## src/hdl/spsl_pkg.sv

```systemverilog
// ----------------------------------------------------------------------------
// Speed PID package
// Widths, register indexes, controller states and the command and status
// structures shared by the speed PID controller and datapath.
// ----------------------------------------------------------------------------
`default_nettype none

package spsl_pkg;

   localparam int SPEED_W     = 16;
   localparam int ERR_W       = SPEED_W + 1;
   localparam int DERR_W      = ERR_W + 1;
   localparam int GAIN_W      = 24;
   localparam int PERIOD_W    = 16;
   localparam int LIMIT_W     = 15;
   localparam int ACC_W       = 29;
   localparam int ACC_SUM_W   = 34;
   localparam int MUL_A_W     = 25;
   localparam int MUL_B_W     = 30;
   localparam int PROD_W      = MUL_A_W + MUL_B_W;
   localparam int GAIN_FRAC   = 12;
   localparam int PERIOD_FRAC = 16;
   localparam int P_W         = 30;
   localparam int I_W         = 26;
   localparam int DMAG_W      = 42;
   localparam int DSCALE      = PERIOD_FRAC - GAIN_FRAC;
   localparam int DIV_W       = DMAG_W + DSCALE;
   localparam int DIV_BITS    = 2;
   localparam int DIV_ITER    = DIV_W / DIV_BITS;
   localparam int DIV_CNT_W   = $clog2(DIV_ITER + 1);
   localparam int REM_W       = PERIOD_W + 1;
   localparam int SUM_W       = 49;
   localparam int CSR_IDX_W   = 3;
   localparam int CSR_DATA_W  = 24;

   localparam logic signed [ACC_SUM_W-1:0] INTEG_BOUND = 34'sd131072000;
   localparam logic signed [ERR_W-1:0]     KICK_BAND   = 17'sd10;
   localparam logic [SPEED_W:0]            LOW_SPEED   = 17'd4000;

   typedef enum logic [CSR_IDX_W-1:0] {
      CSR_PROP_GAIN    = 3'd0,
      CSR_INTEG_GAIN   = 3'd1,
      CSR_DERIV_GAIN   = 3'd2,
      CSR_SAMPLE_PER   = 3'd3,
      CSR_OUTPUT_LIMIT = 3'd4,
      CSR_SLEW_LIMIT   = 3'd5,
      CSR_START_KICK   = 3'd6,
      CSR_INCR_MODE    = 3'd7
   } csr_index_type;

   typedef enum logic [9:0] {
      ST_IDLE     = 10'b00_0000_0001,
      ST_MUL_P    = 10'b00_0000_0010,
      ST_MUL_STEP = 10'b00_0000_0100,
      ST_ACC      = 10'b00_0000_1000,
      ST_MUL_I    = 10'b00_0001_0000,
      ST_MUL_D    = 10'b00_0010_0000,
      ST_DIV_LOAD = 10'b00_0100_0000,
      ST_DIV      = 10'b00_1000_0000,
      ST_SUM      = 10'b01_0000_0000,
      ST_OUT      = 10'b10_0000_0000
   } state_type;

   typedef enum logic [1:0] {
      MUL_PROP  = 2'd0,
      MUL_STEP  = 2'd1,
      MUL_INTEG = 2'd2,
      MUL_DERIV = 2'd3
   } mul_sel_type;

   typedef struct packed {
      logic        load;
      logic        mul_en;
      mul_sel_type mul_sel;
      logic        p_cap;
      logic        acc_upd;
      logic        i_cap;
      logic        div_start;
      logic        div_step;
      logic        sum_en;
      logic        out_en;
   } cmd_type;

   typedef struct packed {
      logic div_done;
   } sts_type;

   typedef struct packed {
      logic signed [GAIN_W-1:0] prop_gain;
      logic signed [GAIN_W-1:0] integ_gain;
      logic signed [GAIN_W-1:0] deriv_gain;
      logic [PERIOD_W-1:0]      sample_period;
      logic [LIMIT_W-1:0]       output_limit;
      logic [LIMIT_W-1:0]       slew_limit;
      logic [LIMIT_W-1:0]       start_kick;
      logic                     incremental_mode;
   } cfg_type;

endpackage

`default_nettype wire

```

## src/hdl/spsl_ctrl.sv

```systemverilog
// ----------------------------------------------------------------------------
// Speed PID controller
// Sequences the datapath through the terms of one sample and owns the
// handshakes of both channels.
// ----------------------------------------------------------------------------
`default_nettype none

module spsl_ctrl (
   input  wire logic             clock,
   input  wire logic             reset,
   input  wire logic             req_valid,
   output logic                  req_ready,
   output logic                  rsp_valid,
   input  wire logic             rsp_ready,
   input  wire spsl_pkg::sts_type sts,
   output spsl_pkg::cmd_type     cmd
);
   import spsl_pkg::*;

   state_type state_ff, state_in;
   logic      rsp_valid_ff, rsp_valid_in;
   logic      accept;
   logic      out_free;

   assign req_ready = (state_ff == ST_IDLE);
   assign accept    = req_valid && req_ready;
   assign out_free  = !rsp_valid_ff || rsp_ready;
   assign rsp_valid = rsp_valid_ff;

   always_comb begin
      state_in      = state_ff;
      cmd           = '0;
      cmd.mul_sel   = MUL_PROP;
      rsp_valid_in  = rsp_valid_ff && !rsp_ready;
      unique case (state_ff)
         ST_IDLE: begin
            if (accept) begin
               cmd.load = 1'b1;
               state_in = ST_MUL_P;
            end
         end
         ST_MUL_P: begin
            cmd.mul_en  = 1'b1;
            cmd.mul_sel = MUL_PROP;
            state_in    = ST_MUL_STEP;
         end
         ST_MUL_STEP: begin
            cmd.p_cap   = 1'b1;
            cmd.mul_en  = 1'b1;
            cmd.mul_sel = MUL_STEP;
            state_in    = ST_ACC;
         end
         ST_ACC: begin
            cmd.acc_upd = 1'b1;
            state_in    = ST_MUL_I;
         end
         ST_MUL_I: begin
            cmd.mul_en  = 1'b1;
            cmd.mul_sel = MUL_INTEG;
            state_in    = ST_MUL_D;
         end
         ST_MUL_D: begin
            cmd.i_cap   = 1'b1;
            cmd.mul_en  = 1'b1;
            cmd.mul_sel = MUL_DERIV;
            state_in    = ST_DIV_LOAD;
         end
         ST_DIV_LOAD: begin
            cmd.div_start = 1'b1;
            state_in      = ST_DIV;
         end
         ST_DIV: begin
            if (sts.div_done) begin
               state_in = ST_SUM;
            end else begin
               cmd.div_step = 1'b1;
            end
         end
         ST_SUM: begin
            cmd.sum_en = 1'b1;
            state_in   = ST_OUT;
         end
         ST_OUT: begin
            if (out_free) begin
               cmd.out_en   = 1'b1;
               rsp_valid_in = 1'b1;
               state_in     = ST_IDLE;
            end
         end
         default: begin
            state_in = ST_IDLE;
         end
      endcase
   end

   always_ff @(posedge clock) begin
      if (reset) begin
         state_ff     <= ST_IDLE;
         rsp_valid_ff <= 1'b0;
      end else begin
         state_ff     <= state_in;
         rsp_valid_ff <= rsp_valid_in;
      end
   end

   a_out_no_overwrite: assert property (@(posedge clock) disable iff (reset)
      cmd.out_en |-> (!rsp_valid_ff || rsp_ready))
      else $error("Result beat overwritten while still pending.");

   a_accept_starts: assert property (@(posedge clock) disable iff (reset)
      accept |=> (state_ff == ST_MUL_P))
      else $error("Accepted beat did not start the sequence.");

   a_out_gives_valid: assert property (@(posedge clock) disable iff (reset)
      cmd.out_en |=> rsp_valid_ff)
      else $error("Finished sample produced no result beat.");

   a_div_bounded: assert property (@(posedge clock) disable iff (reset)
      cmd.div_step |-> !sts.div_done)
      else $error("Divider stepped past its last iteration.");

endmodule

`default_nettype wire

```

## src/hdl/spsl_dp.sv

```systemverilog
// ----------------------------------------------------------------------------
// Speed PID datapath
// Shared multiplier, integral accumulator, radix-4 divider for the
// derivative term, output clamp and slew limiter.
// ----------------------------------------------------------------------------
`default_nettype none

module spsl_dp (
   input  wire logic                               clock,
   input  wire logic                               reset,
   input  wire spsl_pkg::cfg_type                  cfg,
   input  wire spsl_pkg::cmd_type                  cmd,
   output spsl_pkg::sts_type                       sts,
   input  wire logic signed [spsl_pkg::SPEED_W-1:0] req_target_speed,
   input  wire logic signed [spsl_pkg::SPEED_W-1:0] req_measured_speed,
   output logic signed [spsl_pkg::SPEED_W-1:0]     rsp_drive_value
);
   import spsl_pkg::*;

   logic signed [SPEED_W-1:0] meas_ff;
   logic                      tgt_zero_ff;
   logic signed [ERR_W-1:0]   err_ff, err_in;
   logic signed [DERR_W-1:0]  derr_ff, derr_in;
   logic signed [ERR_W-1:0]   prev_err_ff;
   logic signed [SPEED_W-1:0] prev_out_ff;
   logic signed [ACC_W-1:0]   acc_ff, acc_in;
   logic signed [MUL_A_W-1:0] mul_a;
   logic signed [MUL_B_W-1:0] mul_b;
   logic signed [PROD_W-1:0]  prod_ff, prod_in;
   logic signed [P_W-1:0]     p_ff;
   logic signed [I_W-1:0]     i_ff;
   logic signed [PROD_W-1:0]  p_adj, i_adj, prod_mag;
   logic signed [ACC_SUM_W-1:0] acc_sum;
   logic                      d_neg_ff;
   logic [DIV_W-1:0]          quo_ff, quo_in;
   logic [REM_W-1:0]          rem_ff, rem_in;
   logic [DIV_CNT_W-1:0]      cnt_ff;
   logic signed [DIV_W:0]     d_val;
   logic signed [SUM_W-1:0]   sum, extra, lim_s;
   logic signed [ERR_W-1:0]   kick;
   logic signed [SPEED_W-1:0] desired_ff;
   logic signed [SPEED_W-1:0] rsp_data_ff;
   logic                      clamped;
   logic signed [SPEED_W-1:0] desired_in;
   logic [SPEED_W:0]          meas_mag;
   logic [LIMIT_W-1:0]        slew;
   logic signed [SPEED_W+1:0] hi, lo, outv;
   logic signed [SPEED_W-1:0] out_in;

   assign err_in  = ERR_W'(req_target_speed) - ERR_W'(req_measured_speed);
   assign derr_in = DERR_W'(err_in) - DERR_W'(prev_err_ff);

   always_comb begin
      mul_a = '0;
      mul_b = '0;
      unique case (cmd.mul_sel)
         MUL_PROP: begin
            mul_a = MUL_A_W'(cfg.prop_gain);
            mul_b = MUL_B_W'(err_ff);
         end
         MUL_STEP: begin
            mul_a = $signed({{(MUL_A_W-PERIOD_W){1'b0}}, cfg.sample_period});
            mul_b = MUL_B_W'(err_ff);
         end
         MUL_INTEG: begin
            mul_a = MUL_A_W'(cfg.integ_gain);
            mul_b = MUL_B_W'(acc_ff);
         end
         MUL_DERIV: begin
            mul_a = MUL_A_W'(cfg.deriv_gain);
            mul_b = MUL_B_W'(derr_ff);
         end
         default: begin
            mul_a = '0;
         end
      endcase
      prod_in = mul_a * mul_b;
   end

   assign p_adj = prod_ff + (prod_ff[PROD_W-1] ?
                  PROD_W'((1 << GAIN_FRAC) - 1) : PROD_W'(0));
   assign i_adj = prod_ff + (prod_ff[PROD_W-1] ?
                  PROD_W'((1 << (GAIN_FRAC + PERIOD_FRAC)) - 1) : PROD_W'(0));
   assign prod_mag = prod_ff[PROD_W-1] ? -prod_ff : prod_ff;
   assign acc_sum  = ACC_SUM_W'(acc_ff) + prod_ff[ACC_SUM_W-1:0];

   always_comb begin
      quo_in = quo_ff;
      rem_in = rem_ff;
      for (int k = 0; k < DIV_BITS; k++) begin
         rem_in = {rem_in[REM_W-2:0], quo_in[DIV_W-1]};
         quo_in = {quo_in[DIV_W-2:0], 1'b0};
         if (rem_in >= {1'b0, cfg.sample_period}) begin
            rem_in    = rem_in - {1'b0, cfg.sample_period};
            quo_in[0] = 1'b1;
         end
      end
   end

   assign sts.div_done = (cnt_ff == DIV_CNT_W'(DIV_ITER));

   always_comb begin
      if (cfg.sample_period == '0) begin
         d_val = '0;
      end else if (d_neg_ff) begin
         d_val = -$signed({1'b0, quo_ff});
      end else begin
         d_val = $signed({1'b0, quo_ff});
      end
      if (err_ff > KICK_BAND) begin
         kick = $signed({2'b00, cfg.start_kick});
      end else if (err_ff < -KICK_BAND) begin
         kick = -$signed({2'b00, cfg.start_kick});
      end else begin
         kick = '0;
      end
      extra = cfg.incremental_mode ? SUM_W'(prev_out_ff) : SUM_W'(kick);
      sum   = SUM_W'(p_ff) + SUM_W'(i_ff) + SUM_W'(d_val) + extra;
      lim_s = $signed({{(SUM_W-LIMIT_W){1'b0}}, cfg.output_limit});
      clamped = 1'b1;
      if (sum > lim_s) begin
         desired_in = SPEED_W'(lim_s);
      end else if (sum < -lim_s) begin
         desired_in = SPEED_W'(-lim_s);
      end else begin
         desired_in = SPEED_W'(sum);
         clamped    = 1'b0;
      end
   end

   always_comb begin
      acc_in = acc_ff;
      priority if (cmd.sum_en && clamped) begin
         acc_in = '0;
      end else if (cmd.acc_upd) begin
         if (acc_sum > INTEG_BOUND) begin
            acc_in = ACC_W'(INTEG_BOUND);
         end else if (acc_sum < -INTEG_BOUND) begin
            acc_in = ACC_W'(-INTEG_BOUND);
         end else begin
            acc_in = ACC_W'(acc_sum);
         end
      end
   end

   always_comb begin
      meas_mag = meas_ff[SPEED_W-1] ? (SPEED_W + 1)'(-(SPEED_W + 1)'(meas_ff))
                                     : (SPEED_W + 1)'(meas_ff);
      slew = (meas_mag <= LOW_SPEED) ? (cfg.slew_limit >> 1) : cfg.slew_limit;
      hi   = (SPEED_W + 2)'(prev_out_ff) + $signed({3'b000, slew});
      lo   = (SPEED_W + 2)'(prev_out_ff) - $signed({3'b000, slew});
      if ((SPEED_W + 2)'(desired_ff) > hi) begin
         outv = hi;
      end else if ((SPEED_W + 2)'(desired_ff) < lo) begin
         outv = lo;
      end else begin
         outv = (SPEED_W + 2)'(desired_ff);
      end
      out_in = (cfg.incremental_mode && tgt_zero_ff) ? '0 : SPEED_W'(outv);
   end

   always_ff @(posedge clock) begin
      if (cmd.load) begin
         meas_ff     <= req_measured_speed;
         tgt_zero_ff <= (req_target_speed == '0);
         err_ff      <= err_in;
         derr_ff     <= derr_in;
      end
      if (cmd.mul_en) begin
         prod_ff <= prod_in;
      end
      if (cmd.p_cap) begin
         p_ff <= P_W'(p_adj >>> GAIN_FRAC);
      end
      if (cmd.i_cap) begin
         i_ff <= I_W'(i_adj >>> (GAIN_FRAC + PERIOD_FRAC));
      end
      if (cmd.div_start) begin
         d_neg_ff <= prod_ff[PROD_W-1];
         quo_ff   <= {prod_mag[DMAG_W-1:0], {DSCALE{1'b0}}};
         rem_ff   <= '0;
      end else if (cmd.div_step) begin
         quo_ff <= quo_in;
         rem_ff <= rem_in;
      end
      if (cmd.sum_en) begin
         desired_ff <= desired_in;
      end
      if (cmd.out_en) begin
         rsp_data_ff <= out_in;
      end
   end

   always_ff @(posedge clock) begin
      if (reset) begin
         acc_ff      <= '0;
         prev_err_ff <= '0;
         prev_out_ff <= '0;
         cnt_ff      <= '0;
      end else begin
         acc_ff <= acc_in;
         if (cmd.div_start) begin
            cnt_ff <= '0;
         end else if (cmd.div_step) begin
            cnt_ff <= cnt_ff + 1'b1;
         end
         if (cmd.out_en) begin
            prev_err_ff <= err_ff;
            prev_out_ff <= out_in;
         end
      end
   end

   assign rsp_drive_value = rsp_data_ff;

endmodule

`default_nettype wire

```

## src/hdl/speed_pid_slew_limited_core.sv

```systemverilog
// ----------------------------------------------------------------------------
// Speed PID with anti-windup and slew limit
// Top level: configuration registers, controller and datapath.
// ----------------------------------------------------------------------------
// Each request beat carries a target and a measured speed; each produces
// exactly one response beat with the new drive value.
// Both channels use valid and ready. The user must write registers through
// the csr port only while the block is idle; the block itself does not
// enforce this. Written values take effect from the next sample.
// From acceptance a sample forms the four products on the shared 25 by 30
// bit multiplier and updates the integral, loads the divider, runs the
// radix-4 divider that forms the derivative term in 23 steps and then
// clamps and slew-limits the result before its response beat is offered.
// A new request is accepted in the cycle after the response is registered,
// so the block works one sample at a time.
// A pending response is held in an output register; the next sample may be
// accepted and worked while it waits, and only its final store stalls.
// Reset clears the integral, the previous error and output and loads the
// default register values.
// ----------------------------------------------------------------------------
`default_nettype none

module speed_pid_slew_limited_core (
   input  wire logic                                   clock,
   input  wire logic                                   reset,
   input  wire logic                                   req_valid,
   output logic                                        req_ready,
   input  wire logic signed [spsl_pkg::SPEED_W-1:0]    req_target_speed,
   input  wire logic signed [spsl_pkg::SPEED_W-1:0]    req_measured_speed,
   output logic                                        rsp_valid,
   input  wire logic                                   rsp_ready,
   output logic signed [spsl_pkg::SPEED_W-1:0]         rsp_drive_value,
   input  wire logic                                   csr_write_enable,
   input  wire logic [spsl_pkg::CSR_IDX_W-1:0]         csr_index,
   input  wire logic [spsl_pkg::CSR_DATA_W-1:0]        csr_write_data
);
   import spsl_pkg::*;

   cfg_type cfg_ff, cfg_in;
   cmd_type cmd;
   sts_type sts;

   always_comb begin
      cfg_in = cfg_ff;
      if (csr_write_enable) begin
         unique case (csr_index_type'(csr_index))
            CSR_PROP_GAIN:    cfg_in.prop_gain     = csr_write_data[GAIN_W-1:0];
            CSR_INTEG_GAIN:   cfg_in.integ_gain    = csr_write_data[GAIN_W-1:0];
            CSR_DERIV_GAIN:   cfg_in.deriv_gain    = csr_write_data[GAIN_W-1:0];
            CSR_SAMPLE_PER:   cfg_in.sample_period = csr_write_data[PERIOD_W-1:0];
            CSR_OUTPUT_LIMIT: cfg_in.output_limit  = csr_write_data[LIMIT_W-1:0];
            CSR_SLEW_LIMIT:   cfg_in.slew_limit    = csr_write_data[LIMIT_W-1:0];
            CSR_START_KICK:   cfg_in.start_kick    = csr_write_data[LIMIT_W-1:0];
            CSR_INCR_MODE:    cfg_in.incremental_mode = csr_write_data[0];
            default: begin
               cfg_in = cfg_ff;
            end
         endcase
      end
   end

   always_ff @(posedge clock) begin
      if (reset) begin
         cfg_ff.prop_gain        <= '0;
         cfg_ff.integ_gain       <= '0;
         cfg_ff.deriv_gain       <= '0;
         cfg_ff.sample_period    <= PERIOD_W'(655);
         cfg_ff.output_limit     <= '1;
         cfg_ff.slew_limit       <= '1;
         cfg_ff.start_kick       <= '0;
         cfg_ff.incremental_mode <= 1'b0;
      end else begin
         cfg_ff <= cfg_in;
      end
   end

   spsl_ctrl u_ctrl (
      .clock     (clock),
      .reset     (reset),
      .req_valid (req_valid),
      .req_ready (req_ready),
      .rsp_valid (rsp_valid),
      .rsp_ready (rsp_ready),
      .sts       (sts),
      .cmd       (cmd)
   );

   spsl_dp u_dp (
      .clock              (clock),
      .reset              (reset),
      .cfg                (cfg_ff),
      .cmd                (cmd),
      .sts                (sts),
      .req_target_speed   (req_target_speed),
      .req_measured_speed (req_measured_speed),
      .rsp_drive_value    (rsp_drive_value)
   );

endmodule

`default_nettype wire

```

## config.mk

```make
export PLATFORM = sky130hd
export DESIGN_NAME = speed_pid_slew_limited_core
export DESIGN_NICKNAME = d
export VERILOG_FILES = /design/src/hdl/spsl_pkg.sv /design/src/hdl/spsl_ctrl.sv /design/src/hdl/spsl_dp.sv /design/src/hdl/speed_pid_slew_limited_core.sv
export SDC_FILE = /design/constraint.sdc
export NUM_CORES = 2
export LEC_CHECK = 0
export BUFFER_PORTS_ARGS = -buffer_cell sky130_fd_sc_hd__buf_2
export CORE_ASPECT_RATIO = 1.25
export CORE_MARGIN = 4
export CORE_UTILIZATION = 60
export DETAILED_ROUTE_END_ITERATION = 8
export HOLD_SLACK_MARGIN = 0.06
export PLACE_DENSITY_LB_ADDON = 0.05
export RECOVER_POWER = 100
export SYNTH_ARGS = -nofsm -noshare
export SYNTH_HDL_FRONTEND = slang
export SYNTH_SLANG_ARGS = --single-unit
```

## constraint.sdc

```tcl
create_clock -name clock -period 18.1 [get_ports clock]
set_clock_uncertainty 0.1 [all_clocks]
set_input_delay 1.81 -clock clock [delete_from_list [all_inputs] [get_ports clock]]
set_output_delay 1.81 -clock clock [all_outputs]
set_load 0.05 [all_outputs]
```

* After elaboration in Yosys (flattened, before gate mapping)
Index checks and enable logic that the tools add are counted.
Word-level totals: register bits 470, bits of input ports 64, output and inout bits 18, word-level logic and storage cells 151
Cells by class: add/subtract/negate cells 18, multipliers 1, $lt $le $gt $ge 11, equal/unequal tests 24, multiplexer cells 45, reduce and logical (&&, ||, !) cells 24
Operators by type and width (number):
- $pmux 10 s10 | 1
- $pmux 25 s4 | 1
- $mux 16 | 6
- $mux 47 | 2
- $mux 46 | 2
- $pmux 30 s3 | 1
- $mux 29 | 2
- $mul 25x30->55 | 1
- $add 54x29->54 | 1
- $mux 17 | 3
- $add 49x49->49 | 1
- $gt 49x16->1 | 1
- $lt 49x49->1 | 1
- $mux 49 | 1
- $neg 15->49 | 1
- $add 31x47->48 | 1
- $neg 46->47 | 1
- $add 42x42->42 | 1
- $mux 42 | 1
- $neg 42->42 | 1
- $add 34x34->34 | 1
- $ge 17x16->1 | 2
- $gt 34x28->1 const B | 1
- $lt 34x28->1 const B | 1
- 47 further kinds | 88

* Depth between registers and ports, before layout
word-level depth 10, mapped depth 49, depth with buffers taken out 45

* Cells and area by module
Synthesis repeated with hierarchy kept, for this count alone.
Unflattened totals: cells, all modules 7049, area total of the unflattened synthesis 63128.0 um^2
Modules (own cells, without submodules):
- spsl_dp | instances 1, cells each 6476, area each 57139.8 um^2, sequential area each 8888.5 um^2
- speed_pid_slew_limited_core | instances 1, cells each 489, area each 5280.1 um^2, sequential area each 2682.6 um^2
- spsl_ctrl | instances 1, cells each 84, area each 708.2 um^2, sequential area each 220.2 um^2

* Least setup slack after synthesis
No wires, ideal clock.
kind register to register, start reg u_dp.quo_ff[7], end reg u_dp.acc_ff[10], setup time 0.128 ns, arrival time 10.189 ns, data required time 17.872 ns, path slack 7.683 ns, cell stages (with the launch flop) 43, path buffers 5, clock period less this slack 10.417 ns, path through edfxtp_1 or3_1 nor4_2 nand4_1 or4_1 or2_2 or4_1 or4_1 or4_1 clkbuf_1 o31ai_1 xor2_1 nor2_1 fa_1 ha_1 a21o_1 a21o_1 a21oi_1 [7 not listed] a32oi_1 a31oi_1 o21a_1 o41ai_1 clkbuf_1 ha_1 inv_1 a2111oi_0 o21ai_0 nand4b_1 o31a_1 clkbuf_1 nand2_1 a21oi_1 a41oi_1 clkbuf_1 clkbuf_1 nor2_1
Between the ends: cells in the longest elaborated chain, start to end 10, elaborated cells on any way between the ends 11, those cells by class 3 x add/sub; 2 x order compare; 4 x mux; 2 x reduce/logical
Ends and longest elaborated chain:
- start, declared | line spsl_dp.sv:35 | logic [DIV_W-1:0] quo_ff, quo_in;
- start signal, assigned | line spsl_dp.sv:180 | quo_ff <= {prod_mag[DMAG_W-1:0], {DSCALE{1'b0}}};
- start signal, assigned | line spsl_dp.sv:183 | quo_ff <= quo_in;
- $neg 46->47 | line spsl_dp.sv:106 | d_val = -$signed({1'b0, quo_ff});
- $mux 47 * | line spsl_dp.sv:105 | end else if (d_neg_ff) begin
- $mux 47 * | line spsl_dp.sv:103 | if (cfg.sample_period == '0) begin
- $add 31x47->48 * | line spsl_dp.sv:118 | sum = SUM_W'(p_ff) + SUM_W'(i_ff) + SUM_W'(d_val) + extra;
- $add 49x49->49 * | line spsl_dp.sv:118
- $lt 49x49->1 | line spsl_dp.sv:123 | end else if (sum < -lim_s) begin
- $mux 1 | line spsl_dp.sv:123
- $mux 1 * | line spsl_dp.sv:121 | if (sum > lim_s) begin
- $logic_and 1x1->1 * | line spsl_dp.sv:133 | priority if (cmd.sum_en && clamped) begin
- $reduce_or 2->1 (no source line) *
- end signal, assigned | line spsl_dp.sv:201 | acc_ff <= acc_in;
- end, declared | line spsl_dp.sv:26 | logic signed [ACC_W-1:0] acc_ff, acc_in;
Mark *: on every way between the ends. The rest lies on a longest branch, timed or not. A chain may end at the register's enable or synchronous reset.

* Worst setup path after layout
start reg u_ctrl.state_ff[7], end reg u_dp.prod_ff[52], data pin
Between the ends: cells in the longest elaborated chain, start to end 6, elaborated cells on any way between the ends 13, those cells by class 1 x mul; 7 x eq/ne; 3 x mux; 2 x reduce/logical
Ends and longest elaborated chain:
- start, declared | line spsl_ctrl.sv:20 | state_type state_ff, state_in;
- start signal, assigned | line spsl_ctrl.sv:101 | state_ff <= state_in;
- $eq 10x6->1 (tied with other cells) | line spsl_ctrl.sv:35 | unique case (state_ff)
- $pmux 3 s4 * | line spsl_ctrl.sv:35
- $eq 2x1->1 or $logic_not 2->1 (tied branches) | line spsl_dp.sv:56 | unique case (cmd.mul_sel)
- $reduce_or 2->1 (no source line)
- $pmux 30 s3 | line spsl_dp.sv:56
- $mul 25x30->55 * | line spsl_dp.sv:77 | prod_in = mul_a * mul_b;
- named net u_dp.prod_in[52] | line spsl_dp.sv:29 | logic signed [PROD_W-1:0] prod_ff, prod_in;
- end signal, assigned | line spsl_dp.sv:170 | prod_ff <= prod_in;
- end, declared | line spsl_dp.sv:29
The timed path passes the listed nets; every way through them passes the cells marked *.

==> results.ini <==
[run_status]
status = finished with violations
violations = capacitance limit, slew limit

[floorplan]
die_w_microns = 297
start_util_pct = 60.4
die_y_microns = 369
die_area_sq_mm = 0.110
core_area_sq_mm = 0.104
rows = 132
ios = 82

[setup_path]
worst_setup_path_start_kind = register
r2r_cells = 34
endpoint_kind = register
arrival_ns = 13.95
cpPeakStageDelay_ns = 2.20
rr_startpoint = u_ctrl.state_ff[7]$_SDFFE_PP0P_
rr_endpoint = u_dp.prod_ff[52]$_DFFE_PN_
critPathMostFrequentCell = fa_1
rrSetupSlack_ns = 4.39
worstPathMaxFanout = 51
worstPathRequired_ns = 18.34
crit_path_top_delay_cell = clkbuf_1
cp-startpoint = u_ctrl.state_ff[7]$_SDFFE_PP0P_
crit_type = reg -> reg

[logic_synthesis]
yosys_warnings = 0
synth_flop_cell = edfxtp_1
synth_seq_cells = 470
synth_compound_area_share_pct = 14.1
synth_xor_area_share_pct = 5.10
synth_adder_area_share_pct = 36.1
synth_mux_area_share_pct = 1.28
synth_top_family_by_area = adder cells
synth-simple-area-share_pct = 17.0
synth_edf_count = 238
synth.avg_cell_area_sq_um = 8.63
synth_nets = 8627
synth_cell_types = 88
yosysSeqAreaShare_pct = 18.9
async_flop_share_pct = 0
synth_area_sq_mm = 0.0625
syn-instance-count = 7248

[route]
drc = 0
dr.pass1.iters = 6
vias_per_cell = 6.09
wl_microns = 191000
ant_nets = 0
drt-initial-drc-count = 3834
vias = 52100
avgRoutedWirePerCell_microns = 22.3

[hold_path]
min-delay-start = cfg_ff[118]$_SDFFE_PP0P_
hold_path.class = reg -> reg
hold_path_end = cfg_ff[118]$_SDFFE_PP0P_
whs_path_depth = 2

[flow_run]
drv_cap = 17

[global_route]
grt.overflow.total = 0
grt_pass1_wl_microns = 297000
grt_pass1_vias = 52900
track_usage_pct = 34.6
grt_max_degree = 80
antenna_found_initial = 6

[placement]
gp_congestion = 0.996
numPortBuffers = 81
dp_hpwl_microns = 153000

[clock_network]
cts_resized = 0
cts_max_level = 2
clkSinkCount = 470
clock_latency_ns = 0.64
cts_buffers = 50
clkTransAtPathRegs_ns = 0.07
cts_max_path_buffers = 3
cts_root_buffer = clkbuf_16
cts_setup_buffers = 0
hold_buffers = 0
tritoncts = yes

[cells_and_area]
layout_commonest_cell = nand2_1
final_layout_size_suffix_gt1_share_pct = 4.37
regArea_sq_mm = 0.0118
syn_to_final_growth_pct = 5.49
layout_common_cells = 1084 x nand2_1, 940 x inv_1, 814 x fa_1
fill_cells = 9103
nets = 8547
multi_input_area_sq_mm = 0.0462

[timing]
rsz0062_at_grt = false
setup_tns_ns = 0
period_share_pct = 75.7
final.min_clock_period_ns = 13.71
maxSlewHeadroom_pct = -152
max_freq_ghz = 0.0730
final-setup-viol-count = 0
tightest_slew_ns = 3.78
hold_viol_final = 0
drv_slew = 726

[power_and_ir_drop]
p_per_area_mw_per_mm2 = 55.0
cellLeakagePower_uw = 0.0295
total_power_uw = 3630
vdd_drop_max_v = 0.0000745

==> per-layer routing <==
| layer | wire [microns] | track usage [%] | vias up |
|---|---|---|---|
| met3 | 11800 | 4.64 | 679 |
| met4 | 14300 | 21.1 | 8 |
| met2 | 93900 | 60.7 | 1989 |
| li1 | - | - | 23900 |
| met1 | 70600 | 40.5 | 25400 |
| met5 | 56 | 0 | - |
==> Yosys cell counts, drive strengths merged (38+ instances only) <==
master	number	share of area (%)
nor3	142	1.2
nand4	60	0.60
dfxtp	232	7.4
ha	501	10
a211oi	51	0.61
xor2	153	2.1
a22oi	40	0.48
and3	39	0.39
clkbuf	289	1.7
a21o	143	1.7
nand2	1085	6.5
and2	57	0.57
edfxtp	238	11
nor2b	50	0.50
fa	814	26
o21a	71	0.85
nand3	101	0.81
nand2b	67	0.67
o31ai	48	0.58
nor2	604	3.6
or3	46	0.46
o21ai	294	2.4
mux2i	45	0.72
nor4	38	0.40
xnor2	211	3.0
a21oi	408	3.3
inv	941	5.6
==> per-stage QoR <==
stage               cells  setup slack (ns)  hold WS, ns  util, %  area (sq um)
global placement     8456              6.99        0.340     62.2         64400
floorplan            7248              7.68        0.333        -         62500
finish               8547              4.39        0.354     63.7         66000
detailed placement   8456              6.77        0.344     62.2         64400
global route         8547              3.69        0.368     63.7         66000
CTS                  8545              6.67        0.354     63.9         66200
==> critical path, delay by kind of cell (launching register included) <==
family,cells,cell delay [ns]
compound gates,12,3.03
xor+xnor,1,0.10
fa+ha+maj,8,4.42
buf+inv,5,3.30
flops,1,0.33
simple gates,8,2.07
==> area by class of cell <==
type | instances | share of cell area [%]
clock buffer | 65 | 2.18
tap | 1340 | 2.54
timing repair buffer | 178 | 1.53
multi-input combinational | 5527 | 70.0
antenna | 2 | 0.00759
inverter | 941 | 5.35
sequential | 470 | 17.9
clock inverter | 24 | 0.523
==> flip-flops by register name, indices dropped and copies added, names as in the netlist <==
| name | count |
|---|---|
| u_dp.i_ff | 26 |
| u_dp.d_neg_ff | 1 |
| u_dp.tgt_zero_ff | 1 |
| u_dp.p_ff | 30 |
| u_ctrl.state_ff | 10 |
| u_dp.desired_ff | 16 |
| cfg_ff | 134 |
| u_dp.cnt_ff | 5 |
| u_dp.acc_ff | 29 |
| u_dp.prev_out_ff | 16 |
| u_dp.quo_ff | 46 |
| u_dp.meas_ff | 16 |
| u_dp.derr_ff | 18 |
| u_ctrl.rsp_valid | 1 |
| u_dp.rem_ff | 16 |
| u_dp.prod_ff | 55 |
| u_dp.prev_err_ff | 17 |
| u_dp.err_ff | 17 |
| u_dp.rsp_drive_value | 16 |
==> how the worst max path moves through the flow <==
stage	end	slack, ns	cells past startpoint
2_1_floorplan	u_dp.acc_ff[10]$_SDFFE_PP0P_	7.68	42
3_3_place_gp	u_dp.prod_ff[52]$_DFFE_PN_	6.99	32
3_5_place_dp	u_dp.prod_ff[52]$_DFFE_PN_	6.77	32
4_1_cts	u_dp.prod_ff[52]$_DFFE_PN_	6.67	32
5_1_grt	u_dp.prod_ff[52]$_DFFE_PN_	3.69	34
6_report	u_dp.prod_ff[52]$_DFFE_PN_	4.39	34
==> where the power goes <==
group,switching [uW],internal [uW],total (uW)
sequential,38.5,1180,1210
clock,475,651,1130
combinational,820,470,1290
==> cells by family after synthesis <==
logic type | Yosys count
multiplexers | 76
buffers and inverters | 1251
flip-flops | 470
AO/OA/AOI/OAI | 1376
adder cells (fa/ha/maj) | 1315
XOR/XNOR | 364
AND/OR/NAND/NOR | 2396
Note: power is estimated with default switching activity, not from simulation.
